==> config.mk <==
export PLATFORM = sky130hd
export DESIGN_NAME = roman_numeral_encoder_flat
export DESIGN_NICKNAME = d
export VERILOG_FILES = /design/src/hw/rtl/rne_pkg.sv /design/src/hw/rtl/rne_if.sv /design/src/hw/rtl/rne_datapath.sv /design/src/hw/rtl/rne_ctrl.sv /design/src/hw/rtl/roman_numeral_encoder.sv /design/src/flat_wrapper.sv
export VERILOG_INCLUDE_DIRS = /design/src /design/src/hw/rtl
export SDC_FILE = /design/constraint.sdc
export NUM_CORES = 1
export LEC_CHECK = 0
export BUFFER_PORTS_ARGS = -buffer_cell sky130_fd_sc_hd__buf_2
export CORE_AREA = 4 4 134 72
export CTS_CLUSTER_DIAMETER = 30
export DETAILED_ROUTE_END_ITERATION = 16
export DIE_AREA = 0 0 138 76
export HOLD_SLACK_MARGIN = 0.1
export PLACE_DENSITY = 0.57
export SYNTH_ARGS = -nofsm -noshare
export SYNTH_HDL_FRONTEND = slang
export SYNTH_SLANG_ARGS = --single-unit
==> constraint.sdc <==
create_clock -name clk -period 3.85 [get_ports clk]
set_input_delay 0.5775 -clock clk [delete_from_list [all_inputs] [get_ports clk]]
set_output_delay 0.5775 -clock clk [all_outputs]
set_load 0.01 [all_outputs]
==> src/hw/rtl/roman_numeral_encoder_assert.svh <==
// ----------------------------------------------------------------------------
// roman numeral encoder assertion macros
// shared concurrent assertion forms, clocked on clk and held off in reset
// ----------------------------------------------------------------------------
`ifndef ROMAN_NUMERAL_ENCODER_ASSERT_SVH
`define ROMAN_NUMERAL_ENCODER_ASSERT_SVH

// antecedent implies consequent in the same cycle
`define RNE_ASSERT_IMPLY(label, ante, cons, msg) \
	label: assert property (@(posedge clk) disable iff (!arst_n) (ante) |-> (cons)) \
		else $error(msg);

// antecedent implies consequent in the next cycle
`define RNE_ASSERT_NEXT(label, ante, cons, msg) \
	label: assert property (@(posedge clk) disable iff (!arst_n) (ante) |=> (cons)) \
		else $error(msg);

`endif

==> src/hw/rtl/rne_pkg.sv <==
// ----------------------------------------------------------------------------
// rne_pkg
// shared types, constants and letter table of the roman numeral encoder
// ----------------------------------------------------------------------------
package rne_pkg;

	localparam int DIGIT_COUNT = 4;
	localparam int VALUE_W     = 16;
	localparam int BIN_W       = 12;
	localparam int BCD_W       = 4 * DIGIT_COUNT;
	localparam int SYM_W       = 7;
	localparam int CONV_STEPS  = BIN_W / 2;
	localparam int CNT_W       = 3;
	localparam logic [VALUE_W-1:0] MAX_VALUE = 16'd3999;

	// letters by decade: one, five, ten per position, padded above m
	localparam logic [SYM_W-1:0] LETTER_TABLE [9] = '{
		7'h49, 7'h56, 7'h58, 7'h4C, 7'h43, 7'h44, 7'h4D, 7'h00, 7'h00
	};

	typedef enum logic [1:0] {
		LK_ONE  = 2'd0,
		LK_FIVE = 2'd1,
		LK_TEN  = 2'd2
	} kind_t;

	typedef enum logic [2:0] {
		ST_IDLE = 3'b001,
		ST_CONV = 3'b010,
		ST_EMIT = 3'b100
	} state_t;

	typedef struct packed {
		logic load;
		logic conv;
		logic emit;
	} cmd_t;

	typedef struct packed {
		logic done;
	} sts_t;

	// number of letters that one decimal digit produces
	function automatic logic [2:0] pattern_len(input logic [3:0] d);
		logic [2:0] n;
		unique case (d)
			4'd1:    n = 3'd1;
			4'd2:    n = 3'd2;
			4'd3:    n = 3'd3;
			4'd4:    n = 3'd2;
			4'd5:    n = 3'd1;
			4'd6:    n = 3'd2;
			4'd7:    n = 3'd3;
			4'd8:    n = 3'd4;
			4'd9:    n = 3'd2;
			default: n = 3'd0;
		endcase
		return n;
	endfunction

	// which letter of the decade a given step of a digit uses
	function automatic kind_t letter_kind(input logic [3:0] d, input logic [2:0] step);
		kind_t k;
		priority if (d == 4'd9) begin
			k = (step == 3'd0) ? LK_ONE : LK_TEN;
		end else if (d == 4'd4) begin
			k = (step == 3'd0) ? LK_ONE : LK_FIVE;
		end else if (d >= 4'd5) begin
			k = (step == 3'd0) ? LK_FIVE : LK_ONE;
		end else begin
			k = LK_ONE;
		end
		return k;
	endfunction

endpackage

==> src/hw/rtl/rne_if.sv <==
// ----------------------------------------------------------------------------
// rne channel interfaces
// valid/ready channels for input values and output letters
// ----------------------------------------------------------------------------
interface rne_num_if;
	logic                        valid;
	logic                        ready;
	logic [rne_pkg::VALUE_W-1:0] value;

	modport source (output valid, output value, input ready);
	modport sink   (input valid, input value, output ready);
endinterface

interface rne_letter_if;
	logic                      valid;
	logic                      ready;
	logic [rne_pkg::SYM_W-1:0] symbol;
	logic                      last;
	logic                      range_error;

	modport source (output valid, output symbol, output last, output range_error, input ready);
	modport sink   (input valid, input symbol, input last, input range_error, output ready);
endinterface

==> src/hw/rtl/rne_datapath.sv <==
// ----------------------------------------------------------------------------
// rne_datapath
// binary to bcd conversion, letter selection and output register
// ----------------------------------------------------------------------------
module rne_datapath (
	input  logic                        clk,
	input  logic                        arst_n,
	input  logic [rne_pkg::VALUE_W-1:0] value,
	input  rne_pkg::cmd_t               cmd,
	output rne_pkg::sts_t               sts,
	output logic                        out_valid,
	input  logic                        out_ready,
	output logic [rne_pkg::SYM_W-1:0]   symbol,
	output logic                        last,
	output logic                        range_error
);

	logic [rne_pkg::BIN_W-1:0] bin_q;
	logic [rne_pkg::BCD_W-1:0] bcd_q;
	logic                      err_q;
	logic [1:0]                pos_q;
	logic [2:0]                step_q;
	logic                      ovalid_q;
	logic [rne_pkg::SYM_W-1:0] osym_q;
	logic                      olast_q;
	logic                      oerr_q;

	logic [3:0]                dig [rne_pkg::DIGIT_COUNT];
	logic [3:0]                d;
	logic [2:0]                len;
	logic                      step_end;
	logic                      lower_zero;
	logic                      is_last;
	logic                      slot_free;
	logic                      fire;
	logic                      produce;
	logic                      bad;
	rne_pkg::kind_t            kind;
	logic [3:0]                idx;
	logic [rne_pkg::SYM_W-1:0] letter;
	logic [rne_pkg::BIN_W-1:0] bin_d;
	logic [rne_pkg::BCD_W-1:0] bcd_d;

	for (genvar g = 0; g < rne_pkg::DIGIT_COUNT; g++) begin : g_dig
		assign dig[g] = bcd_q[4*g +: 4];
	end

	assign bad = (value == '0) || (value > rne_pkg::MAX_VALUE);

	// double dabble, two bits per cycle
	always_comb begin
		bin_d = bin_q;
		bcd_d = bcd_q;
		for (int b = 0; b < 2; b++) begin
			for (int i = 0; i < rne_pkg::DIGIT_COUNT; i++) begin
				if (bcd_d[4*i +: 4] >= 4'd5) begin
					bcd_d[4*i +: 4] = bcd_d[4*i +: 4] + 4'd3;
				end
			end
			bcd_d = {bcd_d[rne_pkg::BCD_W-2:0], bin_d[rne_pkg::BIN_W-1]};
			bin_d = {bin_d[rne_pkg::BIN_W-2:0], 1'b0};
		end
	end

	always_comb begin
		lower_zero = 1'b1;
		for (int i = 0; i < rne_pkg::DIGIT_COUNT; i++) begin
			if ((2'(i) < pos_q) && (dig[i] != 4'd0)) begin
				lower_zero = 1'b0;
			end
		end
	end

	assign d         = dig[pos_q];
	assign len       = rne_pkg::pattern_len(d);
	assign step_end  = (step_q == (len - 3'd1));
	assign kind      = rne_pkg::letter_kind(d, step_q);
	assign idx       = {1'b0, pos_q, 1'b0} + {2'b00, kind};
	assign letter    = rne_pkg::LETTER_TABLE[idx];
	assign is_last   = err_q || (step_end && lower_zero);
	assign slot_free = !ovalid_q || out_ready;
	assign fire      = cmd.emit && slot_free;
	assign produce   = fire && (err_q || (len != 3'd0));
	assign sts.done  = produce && is_last;

	always_ff @(posedge clk or negedge arst_n) begin
		if (!arst_n) begin
			ovalid_q <= 1'b0;
			pos_q    <= '0;
			step_q   <= '0;
			err_q    <= 1'b0;
		end else begin
			if (produce) begin
				ovalid_q <= 1'b1;
			end else if (out_ready) begin
				ovalid_q <= 1'b0;
			end
			if (cmd.load) begin
				err_q  <= bad;
				pos_q  <= 2'(rne_pkg::DIGIT_COUNT - 1);
				step_q <= '0;
			end else if (fire && !err_q) begin
				if ((len == 3'd0) || step_end) begin
					pos_q  <= pos_q - 2'd1;
					step_q <= '0;
				end else begin
					step_q <= step_q + 3'd1;
				end
			end
		end
	end

	always_ff @(posedge clk) begin
		if (cmd.load) begin
			bin_q <= bad ? '0 : value[rne_pkg::BIN_W-1:0];
			bcd_q <= '0;
		end else if (cmd.conv) begin
			bin_q <= bin_d;
			bcd_q <= bcd_d;
		end
		if (produce) begin
			osym_q  <= err_q ? '0 : letter;
			olast_q <= is_last;
			oerr_q  <= err_q;
		end
	end

	assign out_valid   = ovalid_q;
	assign symbol      = osym_q;
	assign last        = olast_q;
	assign range_error = oerr_q;

endmodule

==> src/hw/rtl/rne_ctrl.sv <==
// ----------------------------------------------------------------------------
// rne_ctrl
// sequencer: accept, convert to decimal, emit letters
// ----------------------------------------------------------------------------
module rne_ctrl (
	input  logic          clk,
	input  logic          arst_n,
	input  logic          in_valid,
	output logic          in_ready,
	output rne_pkg::cmd_t cmd,
	input  rne_pkg::sts_t sts
);

	rne_pkg::state_t                state_q;
	logic [rne_pkg::CNT_W-1:0]      cnt_q;

	assign in_ready = (state_q == rne_pkg::ST_IDLE);
	assign cmd.load = in_ready && in_valid;
	assign cmd.conv = (state_q == rne_pkg::ST_CONV);
	assign cmd.emit = (state_q == rne_pkg::ST_EMIT);

	always_ff @(posedge clk or negedge arst_n) begin
		if (!arst_n) begin
			state_q <= rne_pkg::ST_IDLE;
			cnt_q   <= '0;
		end else begin
			unique case (state_q)
				rne_pkg::ST_IDLE: begin
					if (in_valid) begin
						state_q <= rne_pkg::ST_CONV;
						cnt_q   <= '0;
					end
				end
				rne_pkg::ST_CONV: begin
					cnt_q <= cnt_q + rne_pkg::CNT_W'(1);
					if (cnt_q == rne_pkg::CNT_W'(rne_pkg::CONV_STEPS - 1)) begin
						state_q <= rne_pkg::ST_EMIT;
					end
				end
				rne_pkg::ST_EMIT: begin
					if (sts.done) begin
						state_q <= rne_pkg::ST_IDLE;
					end
				end
				default: begin
					state_q <= rne_pkg::ST_IDLE;
				end
			endcase
		end
	end

endmodule

==> src/hw/rtl/roman_numeral_encoder.sv <==
// ----------------------------------------------------------------------------
// roman_numeral_encoder
// binary integer in, roman numeral out as a run of ascii letters
// ----------------------------------------------------------------------------
// usage
// - num channel: one 16-bit value per transaction, taken when valid and
//   ready are both high; ready is high only while the block is idle
// - letter channel: one ascii letter per transaction, thousands first,
//   subtractive forms used; last marks the final letter of a value's run
// - a value of 0 or above 3999 gives one transaction with symbol 0,
//   last and range_error set
// - sequence: accept, then binary to bcd conversion (two bits per cycle
//   through the shift-and-add-3 unit), then the letters in order; zero
//   digits above the last nonzero one are passed over without a letter
// - a new value is taken only after the final letter of the previous
//   value has been loaded into the output register
// - a stalled receiver holds the output register; emission pauses until
//   the letter is taken, nothing is dropped
// - reset clears the sequencer and the output valid; the block comes up
//   idle and ready
// ----------------------------------------------------------------------------
`include "roman_numeral_encoder_assert.svh"

module roman_numeral_encoder (
	input logic          clk,
	input logic          arst_n,
	rne_num_if.sink      num,
	rne_letter_if.source letter
);

	rne_pkg::cmd_t cmd;
	rne_pkg::sts_t sts;

	// sequencer
	rne_ctrl u_ctrl (
		.clk      (clk),
		.arst_n   (arst_n),
		.in_valid (num.valid),
		.in_ready (num.ready),
		.cmd      (cmd),
		.sts      (sts)
	);

	// conversion and letter output
	rne_datapath u_datapath (
		.clk         (clk),
		.arst_n      (arst_n),
		.value       (num.value),
		.cmd         (cmd),
		.sts         (sts),
		.out_valid   (letter.valid),
		.out_ready   (letter.ready),
		.symbol      (letter.symbol),
		.last        (letter.last),
		.range_error (letter.range_error)
	);

	// an error result is a lone, marked, blank letter
	`RNE_ASSERT_IMPLY(a_err_form, letter.valid && letter.range_error, letter.last && (letter.symbol == '0), "range error result malformed")
	// a valid run never carries a blank letter
	`RNE_ASSERT_IMPLY(a_letter_nonzero, letter.valid && !letter.range_error, letter.symbol != '0, "blank letter in valid run")
	// a new value is never taken back to back
	`RNE_ASSERT_NEXT(a_one_at_a_time, num.valid && num.ready, !num.ready, "input accepted while busy")

endmodule

==> src/flat_wrapper.sv <==
// flat-port wrapper written by rule: the top's interface ports become plain ports
module roman_numeral_encoder_flat 
  (clk, arst_n, num_valid, num_value, num_ready, letter_valid, letter_symbol, letter_last, letter_range_error, letter_ready);
  rne_num_if num_i ();
  rne_letter_if letter_i ();
  input logic clk;
  input logic arst_n;
  input wire logic [$bits(num_i.valid)-1:0] num_valid;
  input wire logic [$bits(num_i.value)-1:0] num_value;
  output wire logic [$bits(num_i.ready)-1:0] num_ready;
  output wire logic [$bits(letter_i.valid)-1:0] letter_valid;
  output wire logic [$bits(letter_i.symbol)-1:0] letter_symbol;
  output wire logic [$bits(letter_i.last)-1:0] letter_last;
  output wire logic [$bits(letter_i.range_error)-1:0] letter_range_error;
  input wire logic [$bits(letter_i.ready)-1:0] letter_ready;
  assign num_i.valid = num_valid;
  assign num_i.value = num_value;
  assign num_ready = num_i.ready;
  assign letter_valid = letter_i.valid;
  assign letter_symbol = letter_i.symbol;
  assign letter_last = letter_i.last;
  assign letter_range_error = letter_i.range_error;
  assign letter_i.ready = letter_ready;
  roman_numeral_encoder u_core (.clk(clk), .arst_n(arst_n), .num(num_i), .letter(letter_i));
endmodule
# Word-level counts from Yosys, hierarchy flattened
# Memories as Yosys holds them, arrays and structs flattened. A register that Yosys moved wholly into a read port is not among the register bits.
# Index checks and enable logic that the tools add are counted.
[word_totals] memories=2 reg_bits=43 out_inout_bits=11 mem_bits_ro=160 word_cells=123
[memory_table] memory="(no name shown)" words=16 width=7 rd=1 rd_ports_with_merged_regs=1 wr=0 line_no="rne_datapath.sv:79" source="assign letter = rne_pkg::LETTER_TABLE[idx];"
[memory_table] memory="(no name shown)" words=16 width=3 rd=1 rd_ports_with_merged_regs=0 wr=0 line_no="rne_pkg.sv:46" source="unique case (d)"
[classes] mux=38 n_bitwise=2 reduce_logical=33 add_sub_neg=13 n_lt_le_gt_ge=15 n_eq_ne=10
[ops] cell="$ge 4x3->1 const B" count=9
[ops] cell="$mux 12" count=3
[ops] cell="$mux 4" count=8
[ops] cell="$mux 3" count=9
[ops] cell="$add 4x2->4 const B" count=6
[ops] cell="$gt 16x12->1 const B" count=1
[ops] cell="$logic_not 16->1" count=1
[ops] cell="$reduce_bool 4->1" count=4
[ops] cell="$logic_and 1x1->1" count=10
[ops] cell="$mux 1" count=10
[ops] cell="$mux 2" count=5
[ops] cell="$reduce_bool 2->1" count=5
[ops] cell="$pmux 3 s3" count=1
[ops] cell="$bmux 4 s2" count=1
[ops] cell="$add 3x1->3 const B" count=2
[ops] cell="$add 3x2->3 const B" count=2
[ops] cell="$eq 3x3->1 const B" count=2
[ops] cell="$logic_not 3->1" count=2
[ops] cell="$pmux 3 s2" count=1
[ops] cell="$logic_or 1x1->1" count=5
[ops] cell="$not 4->5" count=1
[ops] cell="$add 3x2->4" count=1
[ops] cell="$eq 4x3->1 const B" count=1
[ops] cell="$eq 4x4->1 const B" count=1
[ops] cell="15 further kinds" count=20

# Depth between registers and ports, before layout
# An unclocked memory read counts as a cell.
[logic_depth] ltp_word=12 depth_mapped=12 ltp_nobuf=11

# Cells and area by module
# A second synthesis with hierarchy kept.
[hier_totals] cells_unflattened=364 area_unflattened_um2=3387.0
[modules_own_cells] mod="rne_datapath" instances=1 cells_each=330 seq_area_each_um2=1096.1 area_per_inst_um2=3037.9
[modules_own_cells] mod="rne_ctrl" instances=1 cells_each=34 seq_area_each_um2=151.4 area_per_inst_um2=349.1

# Least setup slack after synthesis
# No wires, ideal clock.
[synth_timing] kind="reg-to-reg" startpoint="reg u_core.u_datapath.pos_q[0]" endpoint="reg u_core.u_datapath.olast_q, in the netlist u_core.u_datapath.last (enable)" path_slack_ns=0.986 arrival_time_ns=2.491 synth_period_minus_slack_ns=2.864 stages_incl_launch_ff=11 t_required_ns=3.476 path_buffers=1 cell_sequence="dfrtp_1 -> buf_6 -> mux4_2 -> nand2b_1 -> nor2b_1 -> o21a_1 -> ha_1 -> ha_1 -> inv_1 -> o21ai_0 -> nor2_1"
[synth_via] elab_chain_len=8
[synth_lines] item="start: declaration" line_no="rne_datapath.sv:21" source="logic [1:0] pos_q;"
[synth_lines] item="start signal: assignment" line_no="rne_datapath.sv:100" source="pos_q <= 2'(rne_pkg::DIGIT_COUNT - 1);"
[synth_lines] item="start signal: assignment" line_no="rne_datapath.sv:104" source="pos_q <= pos_q - 2'd1;"
[synth_lines] item="$not 2->3 (not written as such)" line_no="rne_datapath.sv:74" source="assign d = dig[pos_q];"
[synth_lines] item="$bmux 4 s2" line_no="rne_datapath.sv:74"
[synth_lines] item="$mux 4 (not written as such) (2 in a row)" line_no="rne_datapath.sv:74"
[synth_lines] item="$mem_v2 16x3"
[synth_lines] item="$reduce_bool 3->1" line_no="rne_datapath.sv:83" source="assign produce = fire && (err_q || (len != 3'd0));"
[synth_lines] item="$logic_or 1x1->1" line_no="rne_datapath.sv:83"
[synth_lines] item="$logic_and 1x1->1" line_no="rne_datapath.sv:83"
[synth_lines] item="via u_core.u_datapath.produce" line_no="rne_datapath.sv:36" source="logic produce;"
[synth_lines] item="end signal: assignment" line_no="rne_datapath.sv:123" source="olast_q <= is_last;"
[synth_lines] item="end: declaration" line_no="rne_datapath.sv:25" source="logic olast_q;"
# The timed path passes the listed nets, and every way through them passes these cells. The select of a mux whose other input is x is not followed.
# A chain may end at the register's enable or synchronous reset.

# Final worst setup path
[layout_timing] startpoint="reg u_core.u_datapath.pos_q[0]" endpoint="reg u_core.u_datapath.osym_q, in the netlist u_core.u_datapath.symbol[6] (enable)"
[layout_via] word_cells_on_any_way=16 classes_between="1 x add/sub; 1 x order compare; 2 x eq/ne; 6 x mux; 2 x bitwise; 3 x reduce/logical; 1 x memory"
[layout_rtl] item="$not 2->3 (not written as such)" line_no="rne_datapath.sv:74"
[layout_rtl] item="$bmux 4 s2" line_no="rne_datapath.sv:74"
[layout_rtl] item="$mux 4 (not written as such) (2 in a row)" line_no="rne_datapath.sv:74"
[layout_rtl] item="$mem_v2 16x3"
[layout_rtl] item="$reduce_bool 3->1" line_no="rne_datapath.sv:83"
[layout_rtl] item="$logic_or 1x1->1" line_no="rne_datapath.sv:83"
[layout_rtl] item="$logic_and 1x1->1" line_no="rne_datapath.sv:83"
[layout_rtl] item="via u_core.u_datapath.produce" line_no="rne_datapath.sv:36"
[layout_rtl] item="end: declaration" line_no="rne_datapath.sv:24" source="logic [rne_pkg::SYM_W-1:0] osym_q;"
# The timed path passes the listed nets, and every way through them passes these cells. The select of a mux whose other input is x is not followed.

==> impl_metrics.py <==
metrics = {
    "run_status": {
        "status": "finished, final reports clean",
    },
    "worst_setup_path": {
        "cp_num_buf_inv": 1,
        "worst_path_max_delay_cell": "mux4_2",
        "cp.required_ns": 3.78,
        "cp-startpoint": "u_core.u_datapath.pos_q[0]$_DFFE_PN0P_",
        "crit_top_cell": "ha_1",
        "critical_path_class": "reg2reg",
        "endpoint": "u_core.u_datapath.symbol[6]$_SDFFCE_PP0P_",
        "crit_family": "simple AND/OR/NAND/NOR gates",
        "r2r_cells": 9,
        "crit_cells": 9,
        "reg2reg_to": "u_core.u_datapath.symbol[6]$_SDFFCE_PP0P_",
        "critPathLaunchType": "register",
        "cp_max_fo": 10,
        "max_stage_delay_ns": 0.64,
        "timing.critical_path.cells": "mux4_2 > nand2b_1 > nor2b_1 > o21a_1 > ha_1 > ha_1 > inv_1 > o21ai_0 > nor2_1",
        "crit_arrival_ns": 3.11,
        "endpoint_kind": "register",
        "r2r_slack_ns": 0.67,
        "regToRegStartpoint": "u_core.u_datapath.pos_q[0]$_DFFE_PN0P_",
    },
    "routing": {
        "drt_wl_total_um": 6840,
        "viasPerCell": 5.04,
        "vias": 2378,
        "ant_nets": 0,
        "first_iter_violations": 124,
        "drt-wirelength-per-cell_um": 14.5,
        "drtPass1Iterations": 4,
        "drc": 0,
    },
    "placement": {
        "io_buffers": 29,
        "gp_congestion": 0.827,
        "hpwlAfterDp_um": 5360,
        "placed_area_um2": 3470,
    },
    "finish": {
        "multiInputGateArea_um2": 1810,
        "nets": 407,
        "diodes": 0,
        "drive_gt1_frac": 0.161,
        "synthToLayoutAreaGrowth_pct": 12.6,
        "num-fill-cells": 847,
        "utilization": 0.426,
        "regArea_um2": 1250,
        "final_area_um2": 3610,
    },
    "synthesis": {
        "synthDistinctLibCells": 47,
        "syn_avg_cell_area_um2": 9.80,
        "ys_ff_latch": 49,
        "synth_flop_cell": "edfxtp_1",
        "async_reset_ff_frac": 0.265,
        "synth_area_leaders": "edfxtp_1, ha_1, dfxtp_1, dfrtp_1, o21ai_0",
        "syn_nets": 380,
        "netlist_area_um2": 3200,
        "synth_edf_count": 20,
        "yosysSeqAreaShare": 0.389,
        "synth.top_cell.area_share": 0.188,
        "yosysTopAreaCell": "edfxtp_1",
        "netlist_instances": 327,
        "yosysWarnings": 0,
    },
    "timing": {
        "fmax_mhz": 315,
        "layout_min_cycle_time_ns": 3.18,
        "slew_viol_final": 0,
        "finalHoldViolCount": 0,
        "finalSetupViolCount": 0,
        "setup_tns_ns": 0,
        "fin_crit_sh": 0.825,
        "tightest_slew_ns": 0.943,
        "rsz0062_at_grt": "false",
        "finClkSkew_ns": 0.00353,
        "relSlewSlack": 0.369,
    },
    "global_routing": {
        "grt_use_total": 0.135,
        "grt_max_degree": 31,
        "gr-total-overflow": 0,
        "grt_pass1_vias": 2200,
        "grt_pass1_wl_um": 11500,
        "antenna_found_initial": 0,
    },
    "clocking": {
        "postCtsSetupRepairBufs": 0,
        "clkLatencyLatePin_ns": 0.29,
        "cts_made_buffers": 5,
        "clockBufferDepth": 2,
        "clkSlewWorstSetupHoldPaths_ns": 0.07,
        "cts_max_level": 2,
        "cts_sinks": 49,
        "cts_tree": "yes",
        "post_cts_resized": 0,
        "cts-root-buf": "clkbuf_16",
        "holdBufCountCts": 0,
    },
    "floorplan": {
        "dieHeight_um": 76,
        "placementRows": 24,
        "die-area_um2": 10500,
        "ios": 31,
        "die_w_um": 138,
        "core_um2": 8470,
        "initial_core_util": 0.378,
    },
    "pwr": {
        "vdd_ir_drop_max_mv": 0.312,
        "leakagePower_nw": 1.53,
        "p_total_mw": 2.64,
        "cellPowerDensity_nw_per_um2": 733,
    },
    "hold_path": {
        "hold_class": "in2async",
    },
    "job": {
        "cap_violations": 0,
    },
}
Yosys cell counts (2+ instances only):
cell	count
a22o_1	10
ha_1	33
mux2_2	5
nor2_1	19
nand3_1	14
a21boi_0	3
xor2_1	2
nand2b_4	2
inv_1	23
nand4_1	2
o21a_1	4
nor3b_1	11
dfrtp_1	12
nand2_1	15
o21ai_0	28
nor2b_1	4
dfxtp_1	16
a21oi_1	24
clkbuf_1	9
mux2i_1	13
xnor2_1	7
o2bb2ai_1	2
nor4_1	5
or2_2	2
nor3_1	4
nand2b_1	12
edfxtp_1	20
and2_1	4
mux4_2	4
worst min-delay path by stage:
stage	start	slack, ns	endpoint	depth (start not counted)
6_report	arst_n	0.17	u_core.u_ctrl.state_q[2]$_DFFE_PN0P_	1
5_1_grt	arst_n	0.19	u_core.u_ctrl.state_q[2]$_DFFE_PN0P_	1
4_1_cts	arst_n	0.18	u_core.u_ctrl.state_q[2]$_DFFE_PN0P_	1
3_5_place_dp	arst_n	0.49	u_core.u_ctrl.cnt_q[2]$_DFFE_PN0P_	1
3_3_place_gp	arst_n	0.48	u_core.u_ctrl.cnt_q[2]$_DFFE_PN0P_	1
2_1_floorplan	arst_n	0.28	u_core.u_ctrl.cnt_q[0]$_DFFE_PN0P_	0
registers in the layout, summed over array words and instances, names as in the netlist, 2 cells and up:
register / cells
u_core.u_ctrl.cnt_q: 3
u_core.u_ctrl.state_q: 3
u_core.u_datapath.bcd_q: 16
u_core.u_datapath.bin_q: 12
u_core.u_datapath.pos_q: 2
u_core.u_datapath.step_q: 3
u_core.u_datapath.symbol: 6
layout by cell type, fill, tap and decap left out, drive strengths merged, types with 2 or more instances in the layout:
cell type / netlist / final
ha: 33 / 33
buf: 3 / 32
o21ai: 28 / 28
a21oi: 24 / 24
inv: 24 / 24
edfxtp: 20 / 20
nor2: 19 / 19
dfxtp: 16 / 16
nand2: 15 / 15
nand3: 14 / 14
nand2b: 14 / 14
mux2i: 13 / 13
dfrtp: 12 / 12
nor3b: 12 / 12
a22o: 10 / 10
xnor2: 8 / 8
clkbuf: 9 / 6
nor4: 5 / 5
mux2: 5 / 5
mux4: 4 / 4
nor2b: 4 / 4
o21a: 4 / 4
nor3: 4 / 4
and2: 4 / 4
a21boi: 3 / 3
nand4: 2 / 2
xor2: 2 / 2
or2: 2 / 2
o2bb2ai: 2 / 2
cell type report:
type / instances / area share
multi-input combinational: 242 / 0.503
sequential: 49 / 0.346
timing repair buffer: 32 / 0.0465
tap: 117 / 0.0406
clock buffer: 6 / 0.0357
inverter: 24 / 0.0250
clock inverter: 2 / 0.00312
through the flow:
step | worst slack [ns] | hold slack [ns] | std cells
final | 0.672 | 0.170 | 472
after global routing | 0.344 | 0.191 | 472
after CTS | 0.638 | 0.184 | 472
after detailed placement | 0.651 | 0.492 | 464
after global placement | 0.734 | 0.477 | 464
after floorplan | 0.986 | 0.282 | 327
cells by family (layout without fill, tap and decap cells):
family / after synthesis / in the layout / synth area share
AO/OA/AOI/OAI: 79 / 79 / 0.151
other: 1 / 1 / 0.00117
XOR/XNOR: 10 / 10 / 0.0297
buffers and inverters: 36 / 64 / 0.0457
multiplexers: 22 / 22 / 0.0863
adder cells (fa/ha/maj): 33 / 33 / 0.129
flip-flops: 49 / 49 / 0.389
AND/OR/NAND/NOR: 97 / 97 / 0.168
routing by layer:
layer  share of wire  routed length (um)  vias to the layer above  track usage
met5               0                   0                        -            0
met1            0.58                4000                     1111        0.225
li1                -                   -                     1217            -
met3           0.056                 385                        7       0.0313
met4          0.0076                  52                        0       0.0286
met2            0.35                2400                       43        0.169
power by group:
group          switching (mW)  total (mW)  internal [mW]
sequential              0.139       0.864          0.724
clock                   0.189       0.428          0.239
combinational           0.744        1.35          0.606
No activity file was read; power rests on OpenSTA's default activity.
